<file path="config.mk">
export PLATFORM = sky130hd
export DESIGN_NAME = brute_force_knn_search_top
export DESIGN_NICKNAME = d
export VERILOG_FILES = /design/src/design/bfk_pkg.sv /design/src/design/bfk_ram.sv /design/src/design/bfk_ctrl.sv /design/src/design/bfk_datapath.sv /design/src/design/brute_force_knn_search_top.sv
export SDC_FILE = /design/constraint.sdc
export NUM_CORES = 2
export LEC_CHECK = 0
export CAP_MARGIN = 20
export CORE_MARGIN = 1.5
export CORE_UTILIZATION = 50
export DETAILED_ROUTE_END_ITERATION = 8
export DONT_BUFFER_PORTS = 1
export PLACE_DENSITY = 0.71
export SLEW_MARGIN = 5
export SYNTH_ARGS = -nofsm -noshare
export SYNTH_HDL_FRONTEND = slang
export SYNTH_HIERARCHICAL = 1
export SYNTH_SLANG_ARGS = --single-unit
</file>
<file path="constraint.sdc">
create_clock -name clk -period 16.6 [get_ports clk]
set_input_delay 3.32 -clock clk [delete_from_list [all_inputs] [get_ports clk]]
set_output_delay 3.32 -clock clk [all_outputs]
set_load 0.1 [all_outputs]
</file>
<file path="src/design/bfk_pkg.sv">
// ----------------------------------------------------------------------------
// bfk_pkg
// Shared types and fixed field widths of the brute-force k-nearest-neighbor
// search block.
// ----------------------------------------------------------------------------
package bfk_pkg;

  localparam int KIND_W  = 2;
  localparam int ID_W    = 32;
  localparam int COORD_W = 16;
  localparam int STAT_W  = 2;
  localparam int RANK_W  = 4;
  localparam int DIST_W  = 36;
  localparam int KNUM_W  = 5;
  localparam int MAG_W   = 16;
  localparam int SQ_W    = 2 * MAG_W;

  localparam logic [DIST_W-1:0] DIST_MAX = '1;

  typedef enum logic [KIND_W-1:0] {
    KIND_QUERY  = 2'd0,
    KIND_POINT  = 2'd1,
    KIND_FINISH = 2'd2
  } kind_t;

  typedef enum logic [STAT_W-1:0] {
    STATUS_OK       = 2'd0,
    STATUS_EMPTY    = 2'd1,
    STATUS_MISMATCH = 2'd2
  } status_t;

  typedef enum logic [2:0] {
    ST_IDLE,
    ST_SQUARE,
    ST_ACCUM,
    ST_INSERT,
    ST_EMIT,
    ST_CLEAR
  } state_t;

  typedef struct packed {
    logic accept;
    logic square;
    logic accum;
    logic insert;
    logic emit;
    logic clear;
  } ctrl_cmd_t;

  typedef struct packed {
    logic do_insert;
    logic out_busy;
    logic emit_last;
  } dp_stat_t;

endpackage

</file>
<file path="src/design/bfk_ram.sv">
// ----------------------------------------------------------------------------
// bfk_ram
// Generic single-write, single-read RAM with registered read data.
// ----------------------------------------------------------------------------
module bfk_ram #(
  parameter int WIDTH = 16,
  parameter int DEPTH = 16,
  parameter int AW    = (DEPTH > 1) ? $clog2(DEPTH) : 1
) (
  input  logic             clk,
  input  logic             we,
  input  logic [AW-1:0]    waddr,
  input  logic [WIDTH-1:0] wdata,
  input  logic [AW-1:0]    raddr,
  output logic [WIDTH-1:0] rdata
);

  logic [WIDTH-1:0] mem [DEPTH];
  logic [WIDTH-1:0] rdata_r;

  always_ff @(posedge clk) begin
    if (we) begin
      mem[waddr] <= wdata;
    end
    rdata_r <= mem[raddr];
  end

  assign rdata = rdata_r;

endmodule

</file>
<file path="src/design/bfk_ctrl.sv">
// ----------------------------------------------------------------------------
// bfk_ctrl
// Sequencer: takes one input transaction at a time and steps the datapath
// through square, accumulate, insert, result emission and clear.
// ----------------------------------------------------------------------------
module bfk_ctrl (
  input  logic                clk,
  input  logic                rst_n,
  input  logic                in_tvalid,
  output logic                in_tready,
  input  logic [1:0]          in_kind,
  input  bfk_pkg::dp_stat_t   stat,
  output bfk_pkg::ctrl_cmd_t  cmd
);

  import bfk_pkg::*;

  state_t state_r;
  state_t state_nxt;

  always_ff @(posedge clk) begin
    if (!rst_n) begin
      state_r <= ST_IDLE;
    end else begin
      state_r <= state_nxt;
    end
  end

  always_comb begin
    state_nxt = state_r;
    case (state_r)
      ST_IDLE: begin
        if (in_tvalid) begin
          case (in_kind)
            KIND_POINT:  state_nxt = ST_SQUARE;
            KIND_FINISH: state_nxt = ST_EMIT;
            default:     state_nxt = ST_IDLE;
          endcase
        end
      end
      ST_SQUARE: state_nxt = ST_ACCUM;
      ST_ACCUM:  state_nxt = stat.do_insert ? ST_INSERT : ST_IDLE;
      ST_INSERT: state_nxt = ST_IDLE;
      ST_EMIT: begin
        if (!stat.out_busy && stat.emit_last) begin
          state_nxt = ST_CLEAR;
        end
      end
      ST_CLEAR:  state_nxt = ST_IDLE;
      default:   state_nxt = ST_IDLE;
    endcase
  end

  always_comb begin
    cmd       = '0;
    in_tready = 1'b0;
    case (state_r)
      ST_IDLE: begin
        in_tready  = 1'b1;
        cmd.accept = in_tvalid;
      end
      ST_SQUARE: cmd.square = 1'b1;
      ST_ACCUM:  cmd.accum  = 1'b1;
      ST_INSERT: cmd.insert = 1'b1;
      ST_EMIT:   cmd.emit   = !stat.out_busy;
      ST_CLEAR:  cmd.clear  = 1'b1;
      default:   cmd        = '0;
    endcase
  end

endmodule

</file>
<file path="src/design/bfk_datapath.sv">
// ----------------------------------------------------------------------------
// bfk_datapath
// Query store, coordinate bookkeeping, square-and-accumulate unit, sorted
// top-k cells with parallel compare-and-shift, and the result register.
// ----------------------------------------------------------------------------
module bfk_datapath #(
  parameter int MAX_K    = 16,
  parameter int MAX_DIMS = 16
) (
  input  logic                        clk,
  input  logic                        rst_n,
  input  bfk_pkg::ctrl_cmd_t          cmd,
  output bfk_pkg::dp_stat_t           stat,
  input  logic                        cfg_we,
  input  logic [bfk_pkg::KNUM_W-1:0]  cfg_k,
  input  logic [1:0]                  in_kind,
  input  logic [bfk_pkg::ID_W-1:0]    in_point_id,
  input  logic [bfk_pkg::COORD_W-1:0] in_coord,
  input  logic                        in_last,
  output logic                        out_valid,
  input  logic                        out_ready,
  output logic [bfk_pkg::STAT_W-1:0]  out_status,
  output logic [bfk_pkg::ID_W-1:0]    out_id,
  output logic [bfk_pkg::RANK_W-1:0]  out_rank,
  output logic [bfk_pkg::DIST_W-1:0]  out_dist,
  output logic                        out_last
);

  import bfk_pkg::*;

  localparam int PW = $clog2(MAX_DIMS + 1);
  localparam int AW = (MAX_DIMS > 1) ? $clog2(MAX_DIMS) : 1;
  localparam int KW = $clog2(MAX_K + 1);

  logic [KNUM_W-1:0] k_r;
  logic [PW-1:0]     pos_r;
  logic [PW-1:0]     qlen_r;
  logic              mism_r;
  logic [DIST_W-1:0] acc_r;
  logic [KW-1:0]     filled_r;

  logic [ID_W-1:0]   cell_id_r   [MAX_K];
  logic [DIST_W-1:0] cell_dist_r [MAX_K];

  logic [COORD_W-1:0] coord_r;
  logic [ID_W-1:0]    id_r;
  logic               use_r;
  logic               last_r;
  logic               ins_r;
  logic [SQ_W-1:0]    sq_r;
  logic [DIST_W-1:0]  cand_r;

  logic              err_r;
  status_t           err_stat_r;
  logic [KW-1:0]     emit_n_r;
  logic [KW-1:0]     idx_r;

  logic              out_valid_r;
  status_t           out_status_r;
  logic [ID_W-1:0]   out_id_r;
  logic [RANK_W-1:0] out_rank_r;
  logic [DIST_W-1:0] out_dist_r;
  logic              out_last_r;

  logic [7:0]         k_ext;
  logic [KW-1:0]      k_eff;
  logic [KW-1:0]      filled_c;
  logic               p_in_range;
  logic               p_in_query;
  logic [PW:0]        p_inc;
  logic               q_we;
  logic [COORD_W-1:0] q_rdata;
  logic               finish_mm;

  logic signed [COORD_W:0] diff;
  logic [COORD_W:0]        diff_abs;
  logic [MAG_W-1:0]        mag;
  logic [SQ_W-1:0]         sq_w;
  logic [DIST_W:0]         sum_w;
  logic [DIST_W-1:0]       acc_new;

  logic [MAX_K-1:0] keep;
  logic             emit_last;

  assign k_ext    = {{(8 - KNUM_W){1'b0}}, k_r};
  assign k_eff    = (k_r == '0) ? KW'(1) :
                    (k_ext > 8'(MAX_K)) ? KW'(MAX_K) : KW'(k_r);
  assign filled_c = (filled_r > k_eff) ? k_eff : filled_r;

  assign p_in_range = pos_r < PW'(MAX_DIMS);
  assign p_in_query = p_in_range && (pos_r < qlen_r);
  assign p_inc      = {1'b0, pos_r} + (PW + 1)'(1);
  assign q_we       = cmd.accept && (in_kind == KIND_QUERY) && p_in_range;
  assign finish_mm  = mism_r || (pos_r != '0);

  bfk_ram #(
    .WIDTH (COORD_W),
    .DEPTH (MAX_DIMS)
  ) u_query_ram (
    .clk   (clk),
    .we    (q_we),
    .waddr (pos_r[AW-1:0]),
    .wdata (in_coord),
    .raddr (pos_r[AW-1:0]),
    .rdata (q_rdata)
  );

  assign diff     = $signed({coord_r[COORD_W-1], coord_r}) -
                    $signed({q_rdata[COORD_W-1], q_rdata});
  assign diff_abs = diff[COORD_W] ? (COORD_W + 1)'(-diff) : (COORD_W + 1)'(diff);
  assign mag      = diff_abs[MAG_W-1:0];
  assign sq_w     = SQ_W'(mag) * SQ_W'(mag);
  assign sum_w    = {1'b0, acc_r} + (DIST_W + 1)'(sq_r);
  assign acc_new  = sum_w[DIST_W] ? DIST_MAX : sum_w[DIST_W-1:0];

  always_comb begin
    for (int i = 0; i < MAX_K; i++) begin
      keep[i] = (KW'(i) < filled_c) && (cell_dist_r[i] <= cand_r);
    end
  end

  assign emit_last = err_r || (({1'b0, idx_r} + (KW + 1)'(1)) == {1'b0, emit_n_r});

  // control state
  always_ff @(posedge clk) begin
    if (!rst_n) begin
      k_r      <= KNUM_W'(1);
      pos_r    <= '0;
      qlen_r   <= '0;
      mism_r   <= 1'b0;
      acc_r    <= '0;
      filled_r <= '0;
    end else begin
      if (cfg_we) begin
        k_r <= cfg_k;
      end
      if (cmd.accept) begin
        case (in_kind)
          KIND_QUERY: begin
            if (!p_in_range) begin
              mism_r <= 1'b1;
            end
            if (in_last) begin
              qlen_r <= (p_inc >= (PW + 1)'(MAX_DIMS)) ? PW'(MAX_DIMS) : p_inc[PW-1:0];
              pos_r  <= '0;
            end else if (p_in_range) begin
              pos_r <= p_inc[PW-1:0];
            end
          end
          KIND_POINT: begin
            if (!p_in_query || (in_last && (p_inc != {1'b0, qlen_r}))) begin
              mism_r <= 1'b1;
            end
            if (in_last) begin
              pos_r <= '0;
            end else if (p_in_range) begin
              pos_r <= p_inc[PW-1:0];
            end
          end
          default: begin
          end
        endcase
      end
      if (cmd.accum) begin
        acc_r <= last_r ? '0 : acc_new;
      end
      if (cmd.insert) begin
        filled_r <= (filled_c < k_eff) ? filled_c + KW'(1) : filled_c;
      end
      if (cmd.clear) begin
        pos_r    <= '0;
        qlen_r   <= '0;
        mism_r   <= 1'b0;
        acc_r    <= '0;
        filled_r <= '0;
      end
    end
  end

  // per-point pipeline and finish setup
  always_ff @(posedge clk) begin
    if (cmd.accept) begin
      coord_r <= in_coord;
      id_r    <= in_point_id;
      use_r   <= p_in_query;
      last_r  <= in_last;
      ins_r   <= in_last && p_in_query && !mism_r && (p_inc == {1'b0, qlen_r});
      if (in_kind == KIND_FINISH) begin
        err_r      <= finish_mm || (filled_c == '0);
        err_stat_r <= finish_mm ? STATUS_MISMATCH : STATUS_EMPTY;
        emit_n_r   <= filled_c;
        idx_r      <= '0;
      end
    end
    if (cmd.square) begin
      sq_r <= use_r ? sq_w : '0;
    end
    if (cmd.accum && last_r) begin
      cand_r <= acc_new;
    end
    if (cmd.emit) begin
      idx_r <= idx_r + KW'(1);
    end
  end

  // top-k cells: compare in parallel, shift right behind the slot on insert,
  // shift left toward the head while emitting
  always_ff @(posedge clk) begin
    if (cmd.insert) begin
      if (!keep[0]) begin
        cell_id_r[0]   <= id_r;
        cell_dist_r[0] <= cand_r;
      end
      for (int i = 1; i < MAX_K; i++) begin
        if (!keep[i]) begin
          if (keep[i-1]) begin
            cell_id_r[i]   <= id_r;
            cell_dist_r[i] <= cand_r;
          end else begin
            cell_id_r[i]   <= cell_id_r[i-1];
            cell_dist_r[i] <= cell_dist_r[i-1];
          end
        end
      end
    end else if (cmd.emit) begin
      for (int i = 0; i < MAX_K - 1; i++) begin
        cell_id_r[i]   <= cell_id_r[i+1];
        cell_dist_r[i] <= cell_dist_r[i+1];
      end
    end
  end

  // result register
  always_ff @(posedge clk) begin
    if (!rst_n) begin
      out_valid_r <= 1'b0;
    end else if (cmd.emit) begin
      out_valid_r <= 1'b1;
    end else if (out_ready) begin
      out_valid_r <= 1'b0;
    end
  end

  always_ff @(posedge clk) begin
    if (cmd.emit) begin
      out_last_r <= emit_last;
      if (err_r) begin
        out_status_r <= err_stat_r;
        out_id_r     <= '0;
        out_rank_r   <= '0;
        out_dist_r   <= '0;
      end else begin
        out_status_r <= STATUS_OK;
        out_id_r     <= cell_id_r[0];
        out_rank_r   <= RANK_W'(idx_r);
        out_dist_r   <= cell_dist_r[0];
      end
    end
  end

  assign stat.do_insert = ins_r;
  assign stat.out_busy  = out_valid_r && !out_ready;
  assign stat.emit_last = emit_last;

  assign out_valid  = out_valid_r;
  assign out_status = out_status_r;
  assign out_id     = out_id_r;
  assign out_rank   = out_rank_r;
  assign out_dist   = out_dist_r;
  assign out_last   = out_last_r;

endmodule

</file>
<file path="src/design/brute_force_knn_search_top.sv">
// ----------------------------------------------------------------------------
// brute_force_knn_search_top
// Brute-force k-nearest-neighbor search over streamed corpus points using
// squared Euclidean distance and a sorted top-k list.
//
//   channel  dir  tdata (low bit up)                 tuser     tlast
//   in_      in   point_id[31:0] coord_value[47:32]  kind      last_coord
//   out_     out  neighbor_id[31:0] neighbor_rank     status    last_result
//                 [35:32] squared_distance[71:36]
//   cfg_     in   k_nearest[4:0]                     -         -
//
// Query coordinates are taken back to back. A corpus coordinate steps through
// query RAM read, square and accumulate, plus insert on a point's last
// coordinate when it is inserted, with in_tready low meanwhile. Finish:
// accept, emission of each result in turn, then clear; results leave through
// a result register, so emission stalls only while out_tready is low.
// Reset is synchronous; the block takes transactions right after reset.
// ----------------------------------------------------------------------------
module brute_force_knn_search_top #(
  parameter int MAX_K    = 16,
  parameter int MAX_DIMS = 16
) (
  input  logic        clk,
  input  logic        rst_n,
  input  logic        in_tvalid,
  output logic        in_tready,
  input  logic [47:0] in_tdata,   // point_id, coord_value
  input  logic [1:0]  in_tuser,   // kind
  input  logic        in_tlast,
  output logic        out_tvalid,
  input  logic        out_tready,
  output logic [71:0] out_tdata,  // neighbor_id, neighbor_rank, squared_distance
  output logic [1:0]  out_tuser,  // status
  output logic        out_tlast,
  input  logic        cfg_valid,
  output logic        cfg_ready,
  input  logic [4:0]  cfg_data
);

  import bfk_pkg::*;

  ctrl_cmd_t         cmd;
  dp_stat_t          stat;
  logic [ID_W-1:0]   out_id;
  logic [RANK_W-1:0] out_rank;
  logic [DIST_W-1:0] out_dist;

  assign cfg_ready = 1'b1;

  bfk_ctrl u_ctrl (
    .clk       (clk),
    .rst_n     (rst_n),
    .in_tvalid (in_tvalid),
    .in_tready (in_tready),
    .in_kind   (in_tuser),
    .stat      (stat),
    .cmd       (cmd)
  );

  bfk_datapath #(
    .MAX_K    (MAX_K),
    .MAX_DIMS (MAX_DIMS)
  ) u_datapath (
    .clk         (clk),
    .rst_n       (rst_n),
    .cmd         (cmd),
    .stat        (stat),
    .cfg_we      (cfg_valid),
    .cfg_k       (cfg_data),
    .in_kind     (in_tuser),
    .in_point_id (in_tdata[31:0]),
    .in_coord    (in_tdata[47:32]),
    .in_last     (in_tlast),
    .out_valid   (out_tvalid),
    .out_ready   (out_tready),
    .out_status  (out_tuser),
    .out_id      (out_id),
    .out_rank    (out_rank),
    .out_dist    (out_dist),
    .out_last    (out_tlast)
  );

  assign out_tdata = {out_dist, out_rank, out_id};

endmodule
</file>
==> metrics.txt <==
status=finished, final reports clean; CP max stage delay=between 0.8 and 0.9 ns; CP endpoint=u_datapath/sq_r[31]$_SDFFCE_PN0P_; RSZ-0062 raised after global routing=no; Starting Density=about half; postcts setup bufs=0; total CTS buffers=173; Critical Path AT=around 11 ns; Setup Skew=~0.077 ns; Fin. Hold Viols=0; layout cells sized above 1=~8.3%; leak pwr=around 41 nW; CP required=17.16 ns; Slew Viols, Final=0; Slowest cell on crit path=xnor2_1; Worst setup startpoint=u_datapath/coord_r[0]$_DFFE_PP_; clk slew on worst S/H paths=roughly 0.06 ns; fmax=approximately 94 MHz; Pwr per Cell Area=236 nW/um^2; Top FF cell, synth=edfxtp_1; final core utilization=54.7%; drt initial violations=just under 8000; Net Sw Frac=between 40 and 50%; cell count after synthesis=between 8000 and 9000; Reg2Reg Depth=35; post-CTS sizing=0; Overflow after GRT=0; CP Max Fanout=10; R2R Path End=u_datapath/sq_r[31]$_SDFFCE_PN0P_; Die X=~440 microns; Chip Height=between 400 and 500 microns; worst reg2reg startpoint=u_datapath/coord_r[0]$_DFFE_PP_; Pre-antenna DRT Iters=6; GRT Total Usage=just under 30%; Max-slew headroom=14.7%; # fillers=15900; Final Wtd Congestion=about 0.96; I/O Buffers=0; Crit path depth=35; final antenna-violating net count=0; total die area=about 200000 sq um; hold_sp=u_datapath/acc_r[24]$_SDFFE_PP0P_; Worst setup SP type=flip-flop; WP buf/inv=5; pre-CTS WS=just over 6 ns; number of synthesized flops with an enable pin=between 1500 and 2000; CORE AREA=approximately 190000 sq um; Post-Syn Nets=9230; I/O pin count=approximately 140; Root Driver=clkbuf_16; pin count of the biggest net entering global routing=~260; clock sink count=around 1600; CTS Buffer Depth=3; CP endpoint kind=flip-flop; sw power=approximately 0.011 W; syn_area_per_cell=around 12 sq um; TNS Setup=0 ns; Final Cycle Share=64.3%; first-pass GRT wire length=approximately 430 mm; endpoints failing setup=0; WL/cell=approximately 27 microns; drt via density=approximately 6.4; WS Path Type=reg2reg; area of the mapped netlist=approximately 96000 sq um; VDD IR max=roughly 1.7 mV; crit-path most repeated cell=fa_1; Area after DPL=98300 sq um; FF+latch count, synth=between 1500 and 2000; worst slew pin tran=around 1.3 ns; max-cap check violation count=0; worst-skew pair later-pin latency=between 0.8 and 0.9 ns; antenna violations before repair=6; Distinct cells, synth=95; Int Pwr=0.0139 W; CP delay by family, top=adder cells; Post-CTS Hold Buffers=0; Post-synth ARST share=0%; min Tclk post-route=approximately 11 ns; vias in the first global route=between 60000 and 70000; DRC Markers=0; final worst slack=just under 6 ns; total wire length=between 200 and 300 mm; Logic pwr share=between 60% and 70%; clock power share=15.9%; Yosys warnings=6; post-synthesis sequential area ratio=around half; dpl hpwl=about 190 mm; CTS H-Tree Depth=4; fin area=roughly 100000 sq um; Final nets=between 9000 and 10000; DR vias=68300; CTS tree=done; HP Class=reg2reg; R2R Setup Slk=roughly 5.9 ns; row count=160; area delta synth->final=8.55%; sequential share of power=21.2%
## routing by layer
layer | wire length, microns | track usage, % | up-vias
met4 | 15700 | 14.7 | 4
met5 | 21 | 0 | -
li1 | - | - | 30400
met2 | 127000 | 44.3 | 3395
met3 | 25600 | 5.46 | 592
met1 | 117000 | 39.3 | 33900
## flip-flops by register name, indices dropped and copies added, names as in the netlist, 16 cells and up
name,cells
u_datapath/acc_r,36
u_datapath/cand_r,36
u_datapath/cell_dist_r,576
u_datapath/cell_id_r,512
u_datapath/coord_r,16
u_datapath/id_r,32
u_datapath/out_dist,36
u_datapath/out_id,32
u_datapath/sq_r,31
u_datapath/u_query_ram/mem,256
u_datapath/u_query_ram/rdata,16
## layout by cell type, fill, tap and decap left out, drive strengths merged, types with 165 or more instances in the layout
| cell type | n |
|---|---|
| edfxtp | 1550 |
| fa | 165 |
| clkbuf | 213 |
| nor2 | 439 |
| inv | 367 |
| a21o | 241 |
| a221o | 275 |
| o21ai | 762 |
| mux2i | 626 |
| a21oi | 202 |
| ha | 740 |
| nand2 | 1167 |
## Yosys cell counts, drive strengths merged, types with 18 or more instances
library cell	n	share of area, %
a211oi	24	0.19
a21o	241	1.9
a21oi	202	1.1
a221o	275	2.9
a22o	34	0.31
a22oi	38	0.30
and2	40	0.26
and3	21	0.14
and4	18	0.16
buf	132	0.83
clkbuf	348	1.4
dfxtp	77	1.6
edfxtp	1550	49
fa	165	3.4
ha	740	9.7
inv	357	1.4
mux2	141	1.7
mux2i	626	6.5
mux4	64	1.5
nand2	1167	4.6
nand2b	45	0.29
nand3	36	0.19
nand4	139	0.91
nor2	439	1.7
nor2b	141	0.92
nor3	82	0.44
nor4	49	0.32
o21a	37	0.29
o21ai	762	4.0
xnor2	63	0.60
xor2	30	0.28
## worst reg2reg max path: cells and delay by family (launching register included)
kind                       cells  cell delay (ns)
AOI/OAI and AO/OA             13             3.55
adders and majority gates      9             4.06
xor gates and xnor gates       3             1.09
buffers and inverters          5             0.56
DFF                            1             0.33
and+or+nand+nor                5             0.79
## final cells by class
type / instances / area, sq um / share of cell area, %
Tap cell: 2511 / 3140 / 3.02
Antenna cell: 2 / 5.00 / 0.00481
Clock buffer: 213 / 4520 / 4.35
Multi-Input combinational cell: 5798 / 44700 / 42.9
Timing Repair Buffer: 135 / 1090 / 1.05
Sequential cell: 1627 / 48100 / 46.2
Clock inverter: 109 / 1160 / 1.11
Inverter: 359 / 1350 / 1.30
## stage by stage
stage | hold slack, ns | total power [W] | instances
2_1_floorplan | 0.441 | 0.0172 | 8264
3_3_place_gp | 0.464 | 0.0204 | 10400
3_5_place_dp | 0.465 | 0.0207 | 10400
4_1_cts | 0.484 | 0.0247 | 10800
5_1_grt | 0.500 | 0.0270 | 10800
6_report | 0.482 | 0.0245 | 10800
## worst min-delay path by stage
stage / slack (ns) / cells after the start / to
floorplan: 0.44 / 2 / u_datapath/k_r[0]$_SDFFE_PN1P_
global route: 0.50 / 1 / u_datapath/acc_r[17]$_SDFFE_PP0P_
global placement: 0.46 / 1 / u_datapath/acc_r[4]$_SDFFE_PP0P_
detailed placement: 0.47 / 1 / u_datapath/acc_r[30]$_SDFFE_PP0P_
CTS: 0.48 / 1 / u_datapath/acc_r[17]$_SDFFE_PP0P_
finish: 0.48 / 1 / u_datapath/acc_r[24]$_SDFFE_PP0P_
## cells by family after synthesis
kind of cell    synth area share [%]
compound gates                  12.2
xor+xnor                       0.881
fa+ha+maj                       13.1
buf+inv                         3.60
flops                           50.2
mux                             9.83
other cells                  0.00391
simple gates                    10.2
## power groups by stage
stage / logic (W) / clock network [W] / registers (W)
global route: 0.0176 / 0.00412 / 0.00521
detailed placement: 0.0154 / 0 / 0.00528
CTS: 0.0156 / 0.00396 / 0.00519
global placement: 0.0152 / 0 / 0.00528
finish: 0.0154 / 0.00391 / 0.00520
floorplan: 0.0120 / 0 / 0.00521
No activity file was read; power rests on OpenSTA's default activity.
